<file path="config.mk">
export PLATFORM = sky130hd
export DESIGN_NAME = playfair_encryptor_top_flat
export DESIGN_NICKNAME = d
export VERILOG_FILES = /design/src/sv/pf_pkg.sv /design/src/sv/pf_cmd_if.sv /design/src/sv/pf_cipher_if.sv /design/src/sv/pf_cfg_if.sv /design/src/sv/pf_ram.sv /design/src/sv/pf_obuf.sv /design/src/sv/pf_ctrl.sv /design/src/sv/playfair_encryptor_top.sv /design/src/flat_wrapper.sv
export SDC_FILE = /design/constraint.sdc
export NUM_CORES = 1
export LEC_CHECK = 0
export BUFFER_PORTS_ARGS = -buffer_cell sky130_fd_sc_hd__buf_2
export CAP_MARGIN = 40
export CORE_MARGIN = 2
export CORE_UTILIZATION = 58
export DETAILED_ROUTE_END_ITERATION = 12
export PLACE_DENSITY = 0.74
export SYNTH_ARGS = -nofsm -noshare
export SYNTH_HDL_FRONTEND = slang
export SYNTH_SLANG_ARGS = --single-unit
</file>
<file path="constraint.sdc">
create_clock -name clk -period 4.39 [get_ports clk]
set_input_delay 0.6585 -clock clk [delete_from_list [all_inputs] [get_ports clk]]
set_output_delay 0.6585 -clock clk [all_outputs]
set_load 0.05 [all_outputs]
</file>
<file path="src/sv/pf_pkg.sv">
// playfair encryptor package: constants, codes, shared types and letter helpers
// no dependencies; imported by pf_ctrl, pf_obuf and the top level
package pf_pkg;

    localparam int LETTER_COUNT = 26;
    localparam int GRID_CELLS   = 25;

    typedef logic [4:0] letter_t;
    typedef logic [4:0] cell_t;
    typedef logic [2:0] coord_t;

    localparam letter_t IDX_I        = 5'd8;
    localparam letter_t IDX_J        = 5'd9;
    localparam letter_t IDX_X        = 5'd23;
    localparam letter_t IDX_LAST     = 5'd25;
    localparam cell_t   CELL_FULL    = 5'd25;
    localparam coord_t  COORD_LAST   = 3'd4;
    localparam logic [6:0] FILLER_RESET = 7'd88;
    localparam logic [6:0] ASCII_A      = 7'd65;

    typedef enum logic [2:0] {
        FN_KEY_START = 3'd0,
        FN_KEY_BYTE  = 3'd1,
        FN_KEY_DONE  = 3'd2,
        FN_TEXT      = 3'd3,
        FN_MSG_END   = 3'd4
    } func_t;

    typedef enum logic [1:0] {
        ST_IDLE,
        ST_CELL,
        ST_EMIT,
        ST_SWEEP
    } state_t;

    typedef struct packed {
        logic    ok;
        letter_t letter;
    } lookup_t;

    // grid[slot] = letter and pos[letter] = slot in the same cycle
    typedef struct packed {
        logic    en;
        cell_t   slot;
        letter_t letter;
    } mem_wr_t;

    typedef struct packed {
        letter_t a;
        letter_t b;
        logic    done;
    } pair_t;

    function automatic lookup_t letter_of(logic [7:0] c);
        lookup_t    r;
        logic [7:0] d;
        r.ok = 1'b0;
        d    = '0;
        if (c >= 8'd65 && c <= 8'd90)
        begin
            r.ok = 1'b1;
            d    = c - 8'd65;
        end
        else if (c >= 8'd97 && c <= 8'd122)
        begin
            r.ok = 1'b1;
            d    = c - 8'd97;
        end
        r.letter = d[4:0];
        if (r.letter == IDX_J)
        begin
            r.letter = IDX_I;
        end
        return r;
    endfunction

    function automatic letter_t filler_for(logic [6:0] f, letter_t prev);
        letter_t    idx;
        logic [6:0] d;
        d   = f - ASCII_A;
        idx = (f >= 7'd65 && f <= 7'd90) ? d[4:0] : IDX_X;
        if (idx == IDX_J)
        begin
            idx = IDX_I;
        end
        if (idx == prev)
        begin
            idx = (idx == IDX_LAST) ? 5'd0 : idx + 5'd1;
            if (idx == IDX_J)
            begin
                idx = IDX_J + 5'd1;
            end
        end
        return idx;
    endfunction

    function automatic coord_t cell_row(cell_t p);
        coord_t r;
        if (p >= 5'd20)      r = 3'd4;
        else if (p >= 5'd15) r = 3'd3;
        else if (p >= 5'd10) r = 3'd2;
        else if (p >= 5'd5)  r = 3'd1;
        else                 r = 3'd0;
        return r;
    endfunction

    function automatic coord_t cell_col(cell_t p);
        cell_t base;
        cell_t diff;
        coord_t r;
        r    = cell_row(p);
        base = {r[2:0], 2'b00} + {2'b00, r};
        diff = p - base;
        return diff[2:0];
    endfunction

    function automatic coord_t coord_next(coord_t c);
        return (c >= COORD_LAST) ? 3'd0 : c + 3'd1;
    endfunction

    function automatic cell_t cell_of(coord_t r, coord_t c);
        return {r[2:0], 2'b00} + {2'b00, r} + {2'b00, c};
    endfunction

endpackage

</file>
<file path="src/sv/pf_cmd_if.sv">
// command channel: key and plaintext bytes with their function code
// no dependencies
interface pf_cmd_if;
    logic       valid;
    logic       ready;
    logic [2:0] func;
    logic [7:0] ch;

    modport source (output valid, output func, output ch, input ready);
    modport sink   (input valid, input func, input ch, output ready);
endinterface

</file>
<file path="src/sv/pf_cipher_if.sv">
// cipher channel: one cipher letter per item with pair and message flags
// no dependencies
interface pf_cipher_if;
    logic       valid;
    logic       ready;
    logic [6:0] cipher_char;
    logic       last_of_pair;
    logic       message_done;

    modport source (output valid, output cipher_char, output last_of_pair,
                    output message_done, input ready);
    modport sink   (input valid, input cipher_char, input last_of_pair,
                    input message_done, output ready);
endinterface

</file>
<file path="src/sv/pf_cfg_if.sv">
// configuration write channel for the filler letter register
// no dependencies
interface pf_cfg_if;
    logic       valid;
    logic       ready;
    logic [6:0] filler_letter;

    modport source (output valid, output filler_letter, input ready);
    modport sink   (input valid, input filler_letter, output ready);
endinterface

</file>
<file path="src/sv/pf_ram.sv">
// generic synchronous ram: one write port, two registered read ports
// no dependencies
module pf_ram #(
    parameter int WIDTH = 5,
    parameter int DEPTH = 26,
    localparam int AW = $clog2(DEPTH)
) (
    input  logic             clk,
    input  logic             we,
    input  logic [AW-1:0]    waddr,
    input  logic [WIDTH-1:0] wdata,
    input  logic             re,
    input  logic [AW-1:0]    raddr0,
    input  logic [AW-1:0]    raddr1,
    output logic [WIDTH-1:0] rdata0,
    output logic [WIDTH-1:0] rdata1
);

    logic [WIDTH-1:0] mem [DEPTH];

    always_ff @(posedge clk)
    begin
        if (we)
        begin
            mem[waddr] <= wdata;
        end
    end

    always_ff @(posedge clk)
    begin
        if (re)
        begin
            rdata0 <= mem[raddr0];
            rdata1 <= mem[raddr1];
        end
    end

endmodule

</file>
<file path="src/sv/pf_obuf.sv">
// output buffer: holds one cipher pair and hands it out as two letters
// depends on pf_pkg and pf_cipher_if
module pf_obuf (
    input  logic            clk,
    input  logic            rst_n,
    input  pf_pkg::pair_t   pair,
    input  logic            push,
    output logic            can_push,
    pf_cipher_if.source     cipher
);
    import pf_pkg::*;

    logic    valid_reg;
    logic    second_reg;
    letter_t a_reg;
    letter_t b_reg;
    logic    done_reg;
    letter_t shown;

    always_ff @(posedge clk or negedge rst_n)
    begin
        if (!rst_n)
        begin
            valid_reg  <= 1'b0;
            second_reg <= 1'b0;
        end
        else if (push)
        begin
            valid_reg  <= 1'b1;
            second_reg <= 1'b0;
        end
        else if (cipher.valid && cipher.ready)
        begin
            if (second_reg)
            begin
                valid_reg  <= 1'b0;
                second_reg <= 1'b0;
            end
            else
            begin
                second_reg <= 1'b1;
            end
        end
    end

    always_ff @(posedge clk)
    begin
        if (push)
        begin
            a_reg    <= pair.a;
            b_reg    <= pair.b;
            done_reg <= pair.done;
        end
    end

    assign can_push            = !valid_reg;
    assign shown               = second_reg ? b_reg : a_reg;
    assign cipher.valid        = valid_reg;
    assign cipher.cipher_char  = ASCII_A + {2'b00, shown};
    assign cipher.last_of_pair = second_reg;
    assign cipher.message_done = second_reg && done_reg;

endmodule

</file>
<file path="src/sv/pf_ctrl.sv">
// sequencer: key placement, grid completion sweep, pairing and lookup control
// depends on pf_pkg, pf_cmd_if and pf_cfg_if; drives the grid and position rams
module pf_ctrl (
    input  logic             clk,
    input  logic             rst_n,
    pf_cmd_if.sink           cmd,
    pf_cfg_if.sink           cfg,
    output pf_pkg::mem_wr_t  mem_wr,
    output logic             pos_re,
    output pf_pkg::letter_t  pos_ra0,
    output pf_pkg::letter_t  pos_ra1,
    input  pf_pkg::cell_t    pos_rd0,
    input  pf_pkg::cell_t    pos_rd1,
    output logic             grid_re,
    output pf_pkg::cell_t    grid_ra0,
    output pf_pkg::cell_t    grid_ra1,
    input  pf_pkg::letter_t  grid_rd0,
    input  pf_pkg::letter_t  grid_rd1,
    output pf_pkg::pair_t    pair,
    output logic             push,
    input  logic             can_push
);
    import pf_pkg::*;

    state_t      state_reg, state_next;
    logic [25:0] used_reg, used_next;
    cell_t       count_reg, count_next;
    letter_t     pend_reg, pend_next;
    logic        pv_reg, pv_next;
    logic [6:0]  filler_reg;
    letter_t     sweep_reg, sweep_next;
    logic        done_reg, done_next;

    logic    accept;
    func_t   func;
    lookup_t lk;
    letter_t filler_pend;
    letter_t pair_b;
    logic    emit;
    logic    key_place;
    logic    sweep_place;
    coord_t  r1, c1, r2, c2;

    assign accept      = cmd.valid && cmd.ready;
    assign func        = func_t'(cmd.func);
    assign lk          = letter_of(cmd.ch);
    assign filler_pend = filler_for(filler_reg, pend_reg);
    // second letter is the text letter unless it repeats the held one or the message ends
    assign pair_b      = (func == FN_TEXT && lk.letter != pend_reg) ? lk.letter : filler_pend;

    assign emit = accept && pv_reg &&
                  ((func == FN_TEXT && lk.ok) || func == FN_MSG_END);
    assign key_place = accept && func == FN_KEY_BYTE && lk.ok &&
                       count_reg < CELL_FULL && !used_reg[lk.letter];
    assign sweep_place = state_reg == ST_SWEEP && sweep_reg != IDX_J &&
                         count_reg < CELL_FULL && !used_reg[sweep_reg];

    // datapath register updates
    always_comb
    begin
        used_next  = used_reg;
        count_next = count_reg;
        pend_next  = pend_reg;
        pv_next    = pv_reg;
        sweep_next = sweep_reg;
        done_next  = done_reg;
        if (accept)
        begin
            unique case (func)
                FN_KEY_START:
                begin
                    used_next  = '0;
                    count_next = '0;
                    pend_next  = '0;
                    pv_next    = 1'b0;
                end
                FN_KEY_BYTE:
                begin
                    if (key_place)
                    begin
                        used_next[lk.letter] = 1'b1;
                        count_next           = count_reg + 5'd1;
                    end
                end
                FN_KEY_DONE:
                begin
                    sweep_next = '0;
                end
                FN_TEXT:
                begin
                    if (lk.ok)
                    begin
                        if (!pv_reg)
                        begin
                            pend_next = lk.letter;
                            pv_next   = 1'b1;
                        end
                        else
                        begin
                            done_next = 1'b0;
                            if (lk.letter != pend_reg)
                            begin
                                pv_next = 1'b0;
                            end
                        end
                    end
                end
                FN_MSG_END:
                begin
                    if (pv_reg)
                    begin
                        done_next = 1'b1;
                        pv_next   = 1'b0;
                    end
                end
                default:
                begin
                end
            endcase
        end
        if (state_reg == ST_SWEEP)
        begin
            if (sweep_place)
            begin
                used_next[sweep_reg] = 1'b1;
                count_next           = count_reg + 5'd1;
            end
            sweep_next = sweep_reg + 5'd1;
        end
    end

    // next state
    always_comb
    begin
        state_next = state_reg;
        unique case (state_reg)
            ST_IDLE:
            begin
                if (emit)
                begin
                    state_next = ST_CELL;
                end
                else if (accept && func == FN_KEY_DONE)
                begin
                    state_next = ST_SWEEP;
                end
            end
            ST_CELL:  state_next = ST_EMIT;
            ST_EMIT:
            begin
                if (can_push)
                begin
                    state_next = ST_IDLE;
                end
            end
            ST_SWEEP:
            begin
                if (sweep_reg == IDX_LAST)
                begin
                    state_next = ST_IDLE;
                end
            end
            default:  state_next = ST_IDLE;
        endcase
    end

    // row, column and rectangle rules on the looked-up positions
    always_comb
    begin
        r1 = cell_row(pos_rd0);
        c1 = cell_col(pos_rd0);
        r2 = cell_row(pos_rd1);
        c2 = cell_col(pos_rd1);
        priority if (r1 == r2)
        begin
            grid_ra0 = cell_of(r1, coord_next(c1));
            grid_ra1 = cell_of(r2, coord_next(c2));
        end
        else if (c1 == c2)
        begin
            grid_ra0 = cell_of(coord_next(r1), c1);
            grid_ra1 = cell_of(coord_next(r2), c2);
        end
        else
        begin
            grid_ra0 = cell_of(r1, c2);
            grid_ra1 = cell_of(r2, c1);
        end
    end

    // outputs
    always_comb
    begin
        cmd.ready     = state_reg == ST_IDLE;
        cfg.ready     = 1'b1;
        mem_wr.en     = key_place || sweep_place;
        mem_wr.slot   = count_reg;
        mem_wr.letter = (state_reg == ST_SWEEP) ? sweep_reg : lk.letter;
        pos_re        = emit;
        pos_ra0       = pend_reg;
        pos_ra1       = pair_b;
        grid_re       = state_reg == ST_CELL;
        push          = state_reg == ST_EMIT && can_push;
        pair.a        = grid_rd0;
        pair.b        = grid_rd1;
        pair.done     = done_reg;
    end

    always_ff @(posedge clk or negedge rst_n)
    begin
        if (!rst_n)
        begin
            state_reg  <= ST_IDLE;
            used_reg   <= '0;
            count_reg  <= '0;
            pend_reg   <= '0;
            pv_reg     <= 1'b0;
            sweep_reg  <= '0;
            filler_reg <= FILLER_RESET;
        end
        else
        begin
            state_reg <= state_next;
            used_reg  <= used_next;
            count_reg <= count_next;
            pend_reg  <= pend_next;
            pv_reg    <= pv_next;
            sweep_reg <= sweep_next;
            if (cfg.valid && cfg.ready)
            begin
                filler_reg <= cfg.filler_letter;
            end
        end
    end

    always_ff @(posedge clk)
    begin
        done_reg <= done_next;
    end

endmodule

</file>
<file path="src/sv/playfair_encryptor_top.sv">
// top level of the streaming playfair encryptor
// depends on pf_pkg, the channel interfaces, pf_ctrl, pf_ram and pf_obuf
//
// usage:
//   cmd carries func and ch: key start, key bytes, key done, text bytes and
//   message end. cipher returns letters, two per pair, last_of_pair on the
//   second and message_done on the second letter of the padded final pair.
//   cfg writes the filler letter (reset 'X'); it is always ready.
// sequencing:
//   key start, key byte, non-letter or holding text byte: accepted in idle.
//   key done: the completion sweep walks all 26 letters through the grid
//   and position rams, one letter per cycle.
//   a text byte or message end that completes a pair: a position ram read,
//   a grid ram read, then the pair moves to the output buffer, where its
//   first letter becomes visible.
// stalls: the output buffer holds one pair; while it is still occupied the
//   next pair waits in the sequencer and cmd.ready stays low.
// reset: clears the key state and the held letter; the grid and position
//   rams hold garbage until a key is loaded, with no clearing pass.
module playfair_encryptor_top (
    input  logic        clk,
    input  logic        rst_n,
    pf_cmd_if.sink      cmd,
    pf_cipher_if.source cipher,
    pf_cfg_if.sink      cfg
);
    import pf_pkg::*;

    mem_wr_t mem_wr;
    logic    pos_re;
    letter_t pos_ra0, pos_ra1;
    cell_t   pos_rd0, pos_rd1;
    logic    grid_re;
    cell_t   grid_ra0, grid_ra1;
    letter_t grid_rd0, grid_rd1;
    pair_t   pair;
    logic    push;
    logic    can_push;

    pf_ctrl u_ctrl (
        .clk      (clk),
        .rst_n    (rst_n),
        .cmd      (cmd),
        .cfg      (cfg),
        .mem_wr   (mem_wr),
        .pos_re   (pos_re),
        .pos_ra0  (pos_ra0),
        .pos_ra1  (pos_ra1),
        .pos_rd0  (pos_rd0),
        .pos_rd1  (pos_rd1),
        .grid_re  (grid_re),
        .grid_ra0 (grid_ra0),
        .grid_ra1 (grid_ra1),
        .grid_rd0 (grid_rd0),
        .grid_rd1 (grid_rd1),
        .pair     (pair),
        .push     (push),
        .can_push (can_push)
    );

    // letter -> grid position
    pf_ram #(.WIDTH(5), .DEPTH(LETTER_COUNT)) u_pos_ram (
        .clk    (clk),
        .we     (mem_wr.en),
        .waddr  (mem_wr.letter),
        .wdata  (mem_wr.slot),
        .re     (pos_re),
        .raddr0 (pos_ra0),
        .raddr1 (pos_ra1),
        .rdata0 (pos_rd0),
        .rdata1 (pos_rd1)
    );

    // grid position -> letter
    pf_ram #(.WIDTH(5), .DEPTH(GRID_CELLS)) u_grid_ram (
        .clk    (clk),
        .we     (mem_wr.en),
        .waddr  (mem_wr.slot),
        .wdata  (mem_wr.letter),
        .re     (grid_re),
        .raddr0 (grid_ra0),
        .raddr1 (grid_ra1),
        .rdata0 (grid_rd0),
        .rdata1 (grid_rd1)
    );

    pf_obuf u_obuf (
        .clk      (clk),
        .rst_n    (rst_n),
        .pair     (pair),
        .push     (push),
        .can_push (can_push),
        .cipher   (cipher)
    );

    // a position lookup is always followed by the grid read
    a_lookup_chain: assert property (@(posedge clk) disable iff (!rst_n)
        pos_re |=> grid_re)
        else $error("grid read did not follow position lookup");

    // key writes never overlap a cipher lookup
    a_no_wr_on_rd: assert property (@(posedge clk) disable iff (!rst_n)
        mem_wr.en |-> !(pos_re || grid_re))
        else $error("ram write during lookup");

    // the first letter of a pair is always followed by its second letter
    a_pair_order: assert property (@(posedge clk) disable iff (!rst_n)
        cipher.valid && cipher.ready && !cipher.last_of_pair |=>
            cipher.valid && cipher.last_of_pair)
        else $error("second letter of pair missing");

endmodule
</file>
<file path="src/flat_wrapper.sv">
// flat-port wrapper written by rule: the top's interface ports become plain ports
module playfair_encryptor_top_flat import pf_pkg::*;
  (clk, rst_n, cmd_valid, cmd_func, cmd_ch, cmd_ready, cipher_valid, cipher_cipher_char, cipher_last_of_pair, cipher_message_done, cipher_ready, cfg_valid, cfg_filler_letter, cfg_ready);
  pf_cmd_if cmd_i ();
  pf_cipher_if cipher_i ();
  pf_cfg_if cfg_i ();
  input  logic clk;
  input  logic rst_n;
  input wire logic [$bits(cmd_i.valid)-1:0] cmd_valid;
  input wire logic [$bits(cmd_i.func)-1:0] cmd_func;
  input wire logic [$bits(cmd_i.ch)-1:0] cmd_ch;
  output wire logic [$bits(cmd_i.ready)-1:0] cmd_ready;
  output wire logic [$bits(cipher_i.valid)-1:0] cipher_valid;
  output wire logic [$bits(cipher_i.cipher_char)-1:0] cipher_cipher_char;
  output wire logic [$bits(cipher_i.last_of_pair)-1:0] cipher_last_of_pair;
  output wire logic [$bits(cipher_i.message_done)-1:0] cipher_message_done;
  input wire logic [$bits(cipher_i.ready)-1:0] cipher_ready;
  input wire logic [$bits(cfg_i.valid)-1:0] cfg_valid;
  input wire logic [$bits(cfg_i.filler_letter)-1:0] cfg_filler_letter;
  output wire logic [$bits(cfg_i.ready)-1:0] cfg_ready;
  assign cmd_i.valid = cmd_valid;
  assign cmd_i.func = cmd_func;
  assign cmd_i.ch = cmd_ch;
  assign cmd_ready = cmd_i.ready;
  assign cipher_valid = cipher_i.valid;
  assign cipher_cipher_char = cipher_i.cipher_char;
  assign cipher_last_of_pair = cipher_i.last_of_pair;
  assign cipher_message_done = cipher_i.message_done;
  assign cipher_i.ready = cipher_ready;
  assign cfg_i.valid = cfg_valid;
  assign cfg_i.filler_letter = cfg_filler_letter;
  assign cfg_ready = cfg_i.ready;
  playfair_encryptor_top u_core (.clk(clk), .rst_n(rst_n), .cmd(cmd_i), .cipher(cipher_i), .cfg(cfg_i));
endmodule
</file>
==> metrics.md <==
| Metric | Value |
|---|---|
| Outcome | finished, violations left |
| Failing checks | negative setup slack |
| Final Hold Fails | 0 |
| First-pass iteration count of the detailed router | 8 |
| Synth Flop Type | edfxtp_1 |
| Largest net degree at the start of global routing | 54 |
| Initial DRC count | 1857 |
| Hold Path Class | in2async |
| Placed cells | 2273 |
| Most common cell in the netlist | edfxtp_1 |
| Unrepaired setup endpoints after global routing | yes |
| DRC viols | 0 |
| GR Util All Layers | between 30% and 40% |
| Sw Ratio | 31.1% |
| Setup ws final | -233 ps |
| Clk pwr share | 31.6% |
| Die Wd | 189 um |
| Critical Path AT | slightly below 5000 ps |
| Critical path's slowest cell | dfrtp_1 |
| Post-synthesis sequential area ratio | 50.0% |
| Setup crit start kind | flop |
| Top post-synthesis cells by count | edfxtp_1 (287), mux2i_1 (204), nor2_1 (111) |
| Worst path max stage delay | ~420 ps |
| Die Footprint | 0.0358 mm2 |
| Final setup viols | 15 |
| Wire per inst | 24.0 um |
| Main combinational cell family by area after synthesis | multiplexers |
| Synth Cell Area | between 0.015 and 0.02 mm2 |
| Synth cell types | 103 |
| Top Ports | 35 |
| Fin Hold WS | 258 ps |
| Area fraction in compound gates after synthesis | 12.8% |
| Worst-Margin Slew | 926 ps |
| Maxcap violations | 0 |
| Yosys Warn Count | 0 |
| CTS sink cnt | 340 |
| Num rows | 67 |
| Xor and xnor area share after synthesis | 1.96% |
| Via Count | 15600 |
| Post-synth EDFFs | 287 |
| Worst-case clock skew | 20.7 ps |
| Fraction of the mapped netlist area in adder cells | 4.08% |
| Final Non-Filler Cells | 2391 |
| Worst VDD drop | 0.347 mV |
| Top Family by Delay on Critical Path | compound AO/OA/AOI/OAI gates |
| First-pass GRT wire length | approximately 86 mm |
| Total gr overflow | 0 |
| Post-Synthesis Cells | approximately 1600 |
| HPWL after DPL | 39.1 mm |
| Starting density of the core | 59.2% |
| IO Port Bufs | 32 |
| Routability cong. | slightly below 1 |
| Post-synth top area share | between 40% and 50% |
| Diodes inserted | 0 |
| Worst Path Required | 4660 ps |
| Crit path buffers/inverters | 5 |
| Ys async rst share | 15.6% |
| Crit Path Max Fanout | 5 |
| Final min period | ~4600 ps |
| Reg power frac | 42.9% |
| Vias in the first global route | 15100 |
| Final wirelength | 57.4 mm |
| Net Sw Power | 2.91 mW |
| Antenna violations before repair | 0 |
| Clk_lat worst skew | 540 ps |
| Root buffer cell | clkbuf_16 |
| Setup TNS | -2010 ps |
| Antenna viol nets, final | 0 |
| Cell Int Power | roughly 6.5 mW |
| Filler cell count | about 2200 |
| Tcrit/Tclk final | 105% |
| Crit. End Element | flop |
| Max reg flops | 130 |
| Mapped Avg Cell Area | around 12 um2 |
| Setup Crit Path Kind | reg2reg |
| Comb power frac | 25.5% |
| CTS tree | built |
| Die Ht | approximately 190 um |
| CP cell instances | inv_2 > ha_4 > nand2b_4 > a21o_1 > and3_4 > nand2_4 > buf_6 > ha_4 > nor3b_2 > nor4_1 > nand4_1 > buf_4 > o32ai_4 > mux2i_4 > o21ai_4 > clkbuf_16 > mux2_2 > o221ai_1 > buf_4 > o22ai_2 > a211o_1 |
| Cell taking the most area after synthesis | edfxtp_1 |
| Core area | roughly 0.034 mm2 |
| Area grow syn2layout | 25.2% |
| Area contributors post-synth | edfxtp_1 (43%), mux2i_1 (10%), dfrtp_1 (6.3%), mux4_2 (4.8%), ha_1 (3.0%) |
| CTS Buffer Depth | 3 |
| Layout cell share with drive strength beyond 1 | 34.2% |
| CTS Buf Count | 36 |
| H-tree depth | 2 |
| Slew HR | about two fifths |
| Nets | roughly 2000 |
| Pre-CTS setup slack | -473 ps |
| Max Clk Rate | around 220 MHz |
| Slew Limit Fails | 0 |
| Total power | 9.37 mW |
| Leak | 9.67 nW |
| Pwr dens | about 380 mW/mm2 |
| Vias/cell | 6.50 |
| Post-Synth Simple-Gate Area | 10.1% |
| Register bit total from synthesis | 340 |
| Clk slew on worst S/H paths | roughly 60 ps |
| Mux cell area share after synthesis | 17.1% |
==> through the flow <==
step | instance area (um2) | utilization [%]
finish | 24900 | 74.1
floorplan | 20200 | -
global placement | 22300 | 66.4
detailed placement | 22400 | 66.5
global route | 24900 | 74.1
CTS | 24000 | 71.4
==> placed cells by master, fill, tap and decap left out, types with 12 or more instances in the layout <==
cell | netlist | layout
nand2_1 | 108 | 100
dfrtp_1 | 50 | 48
mux2_2 | 31 | 28
nor3_2 | 2 | 12
inv_1 | 67 | 58
xor2_1 | 24 | 20
nor3_1 | 30 | 19
mux2i_1 | 204 | 190
buf_4 | 9 | 259
o22ai_1 | 26 | 18
clkbuf_16 | 0 | 43
o21ai_1 | 10 | 14
a32oi_1 | 16 | 16
o21ai_0 | 68 | 54
buf_2 | 31 | 32
mux4_2 | 42 | 42
a311oi_1 | 18 | 18
nor2_2 | 0 | 12
and2_1 | 20 | 18
nor2_1 | 111 | 98
edfxtp_1 | 287 | 287
ha_1 | 47 | 38
a21oi_1 | 30 | 21
nand3_1 | 42 | 39
nor2b_1 | 14 | 14
xnor2_1 | 16 | 12
a211oi_1 | 28 | 25
==> worst paths after layout <==
path,startpoint,to,slack [ps],cells after the start
min reg2reg,u_core.u_grid_ram.rdata1[4]$_DFFE_PP_,u_core.u_obuf.b_reg[4]$_DFFE_PP_,420,0
max,u_core.u_ctrl.filler_reg[0]$_DFFE_PN0P_,u_core.u_pos_ram.rdata1[4]$_DFFE_PP_,-230,21
max in group asynchronous,rst_n,u_core.u_ctrl.pos_ra0[0]$_DFFE_PN0P_,3600,2
max reg2reg,u_core.u_ctrl.filler_reg[0]$_DFFE_PN0P_,u_core.u_pos_ram.rdata1[4]$_DFFE_PP_,-230,21
min in group clk,cfg_filler_letter[5],u_core.u_ctrl.filler_reg[5]$_DFFE_PN0P_,350,2
min,rst_n,u_core.u_obuf.cipher.valid$_DFFE_PN0P_,260,2
==> per-layer routing <==
layer,vias to the layer above,global-route usage [%],wire (um)
li1,6913,-,-
met1,7607,42.3,22800
met2,873,51.4,28000
met3,159,4.13,4650
met4,0,11.1,1940
met5,-,0,0
==> timing repair <==
action,in CTS,in global routing
resized for setup,58,113
cloned,4,9
pin swaps,26,64
buffers inserted,18,20
hold buffers,0,0
endpoints found under the setup margin,15,45
==> power by group through the flow <==
stage	Combinational [mW]	Sequential, mW	Clock [mW]
floorplan	1.36	4.09	0
global placement	2.07	4.07	0
detailed placement	2.13	4.07	0
CTS	2.20	4.01	3.00
global route	2.53	4.04	3.11
finish	2.39	4.02	2.97
==> layout make-up <==
cell class	count	area, um2	share of cell area, %
clock inverters	27	215	0.864
well taps	448	561	2.25
inverters	70	265	1.07
flip-flops and latches	340	9950	40.0
clock buffers	39	933	3.75
multi-input cells	1142	10300	41.2
repair buffers	325	2710	10.9
==> logic make-up (layout without fill, tap and decap cells) <==
group | count (synthesis) | after routing
AOI/OAI and AO/OA | 348 | 351
xor gates and xnor gates | 42 | 42
adders and majority gates | 59 | 59
buffers and inverters | 164 | 461
DFF | 340 | 340
muxes | 282 | 282
other | 1 | 2
and+or+nand+nor | 406 | 406
No activity file was read; power rests on OpenSTA's default activity.
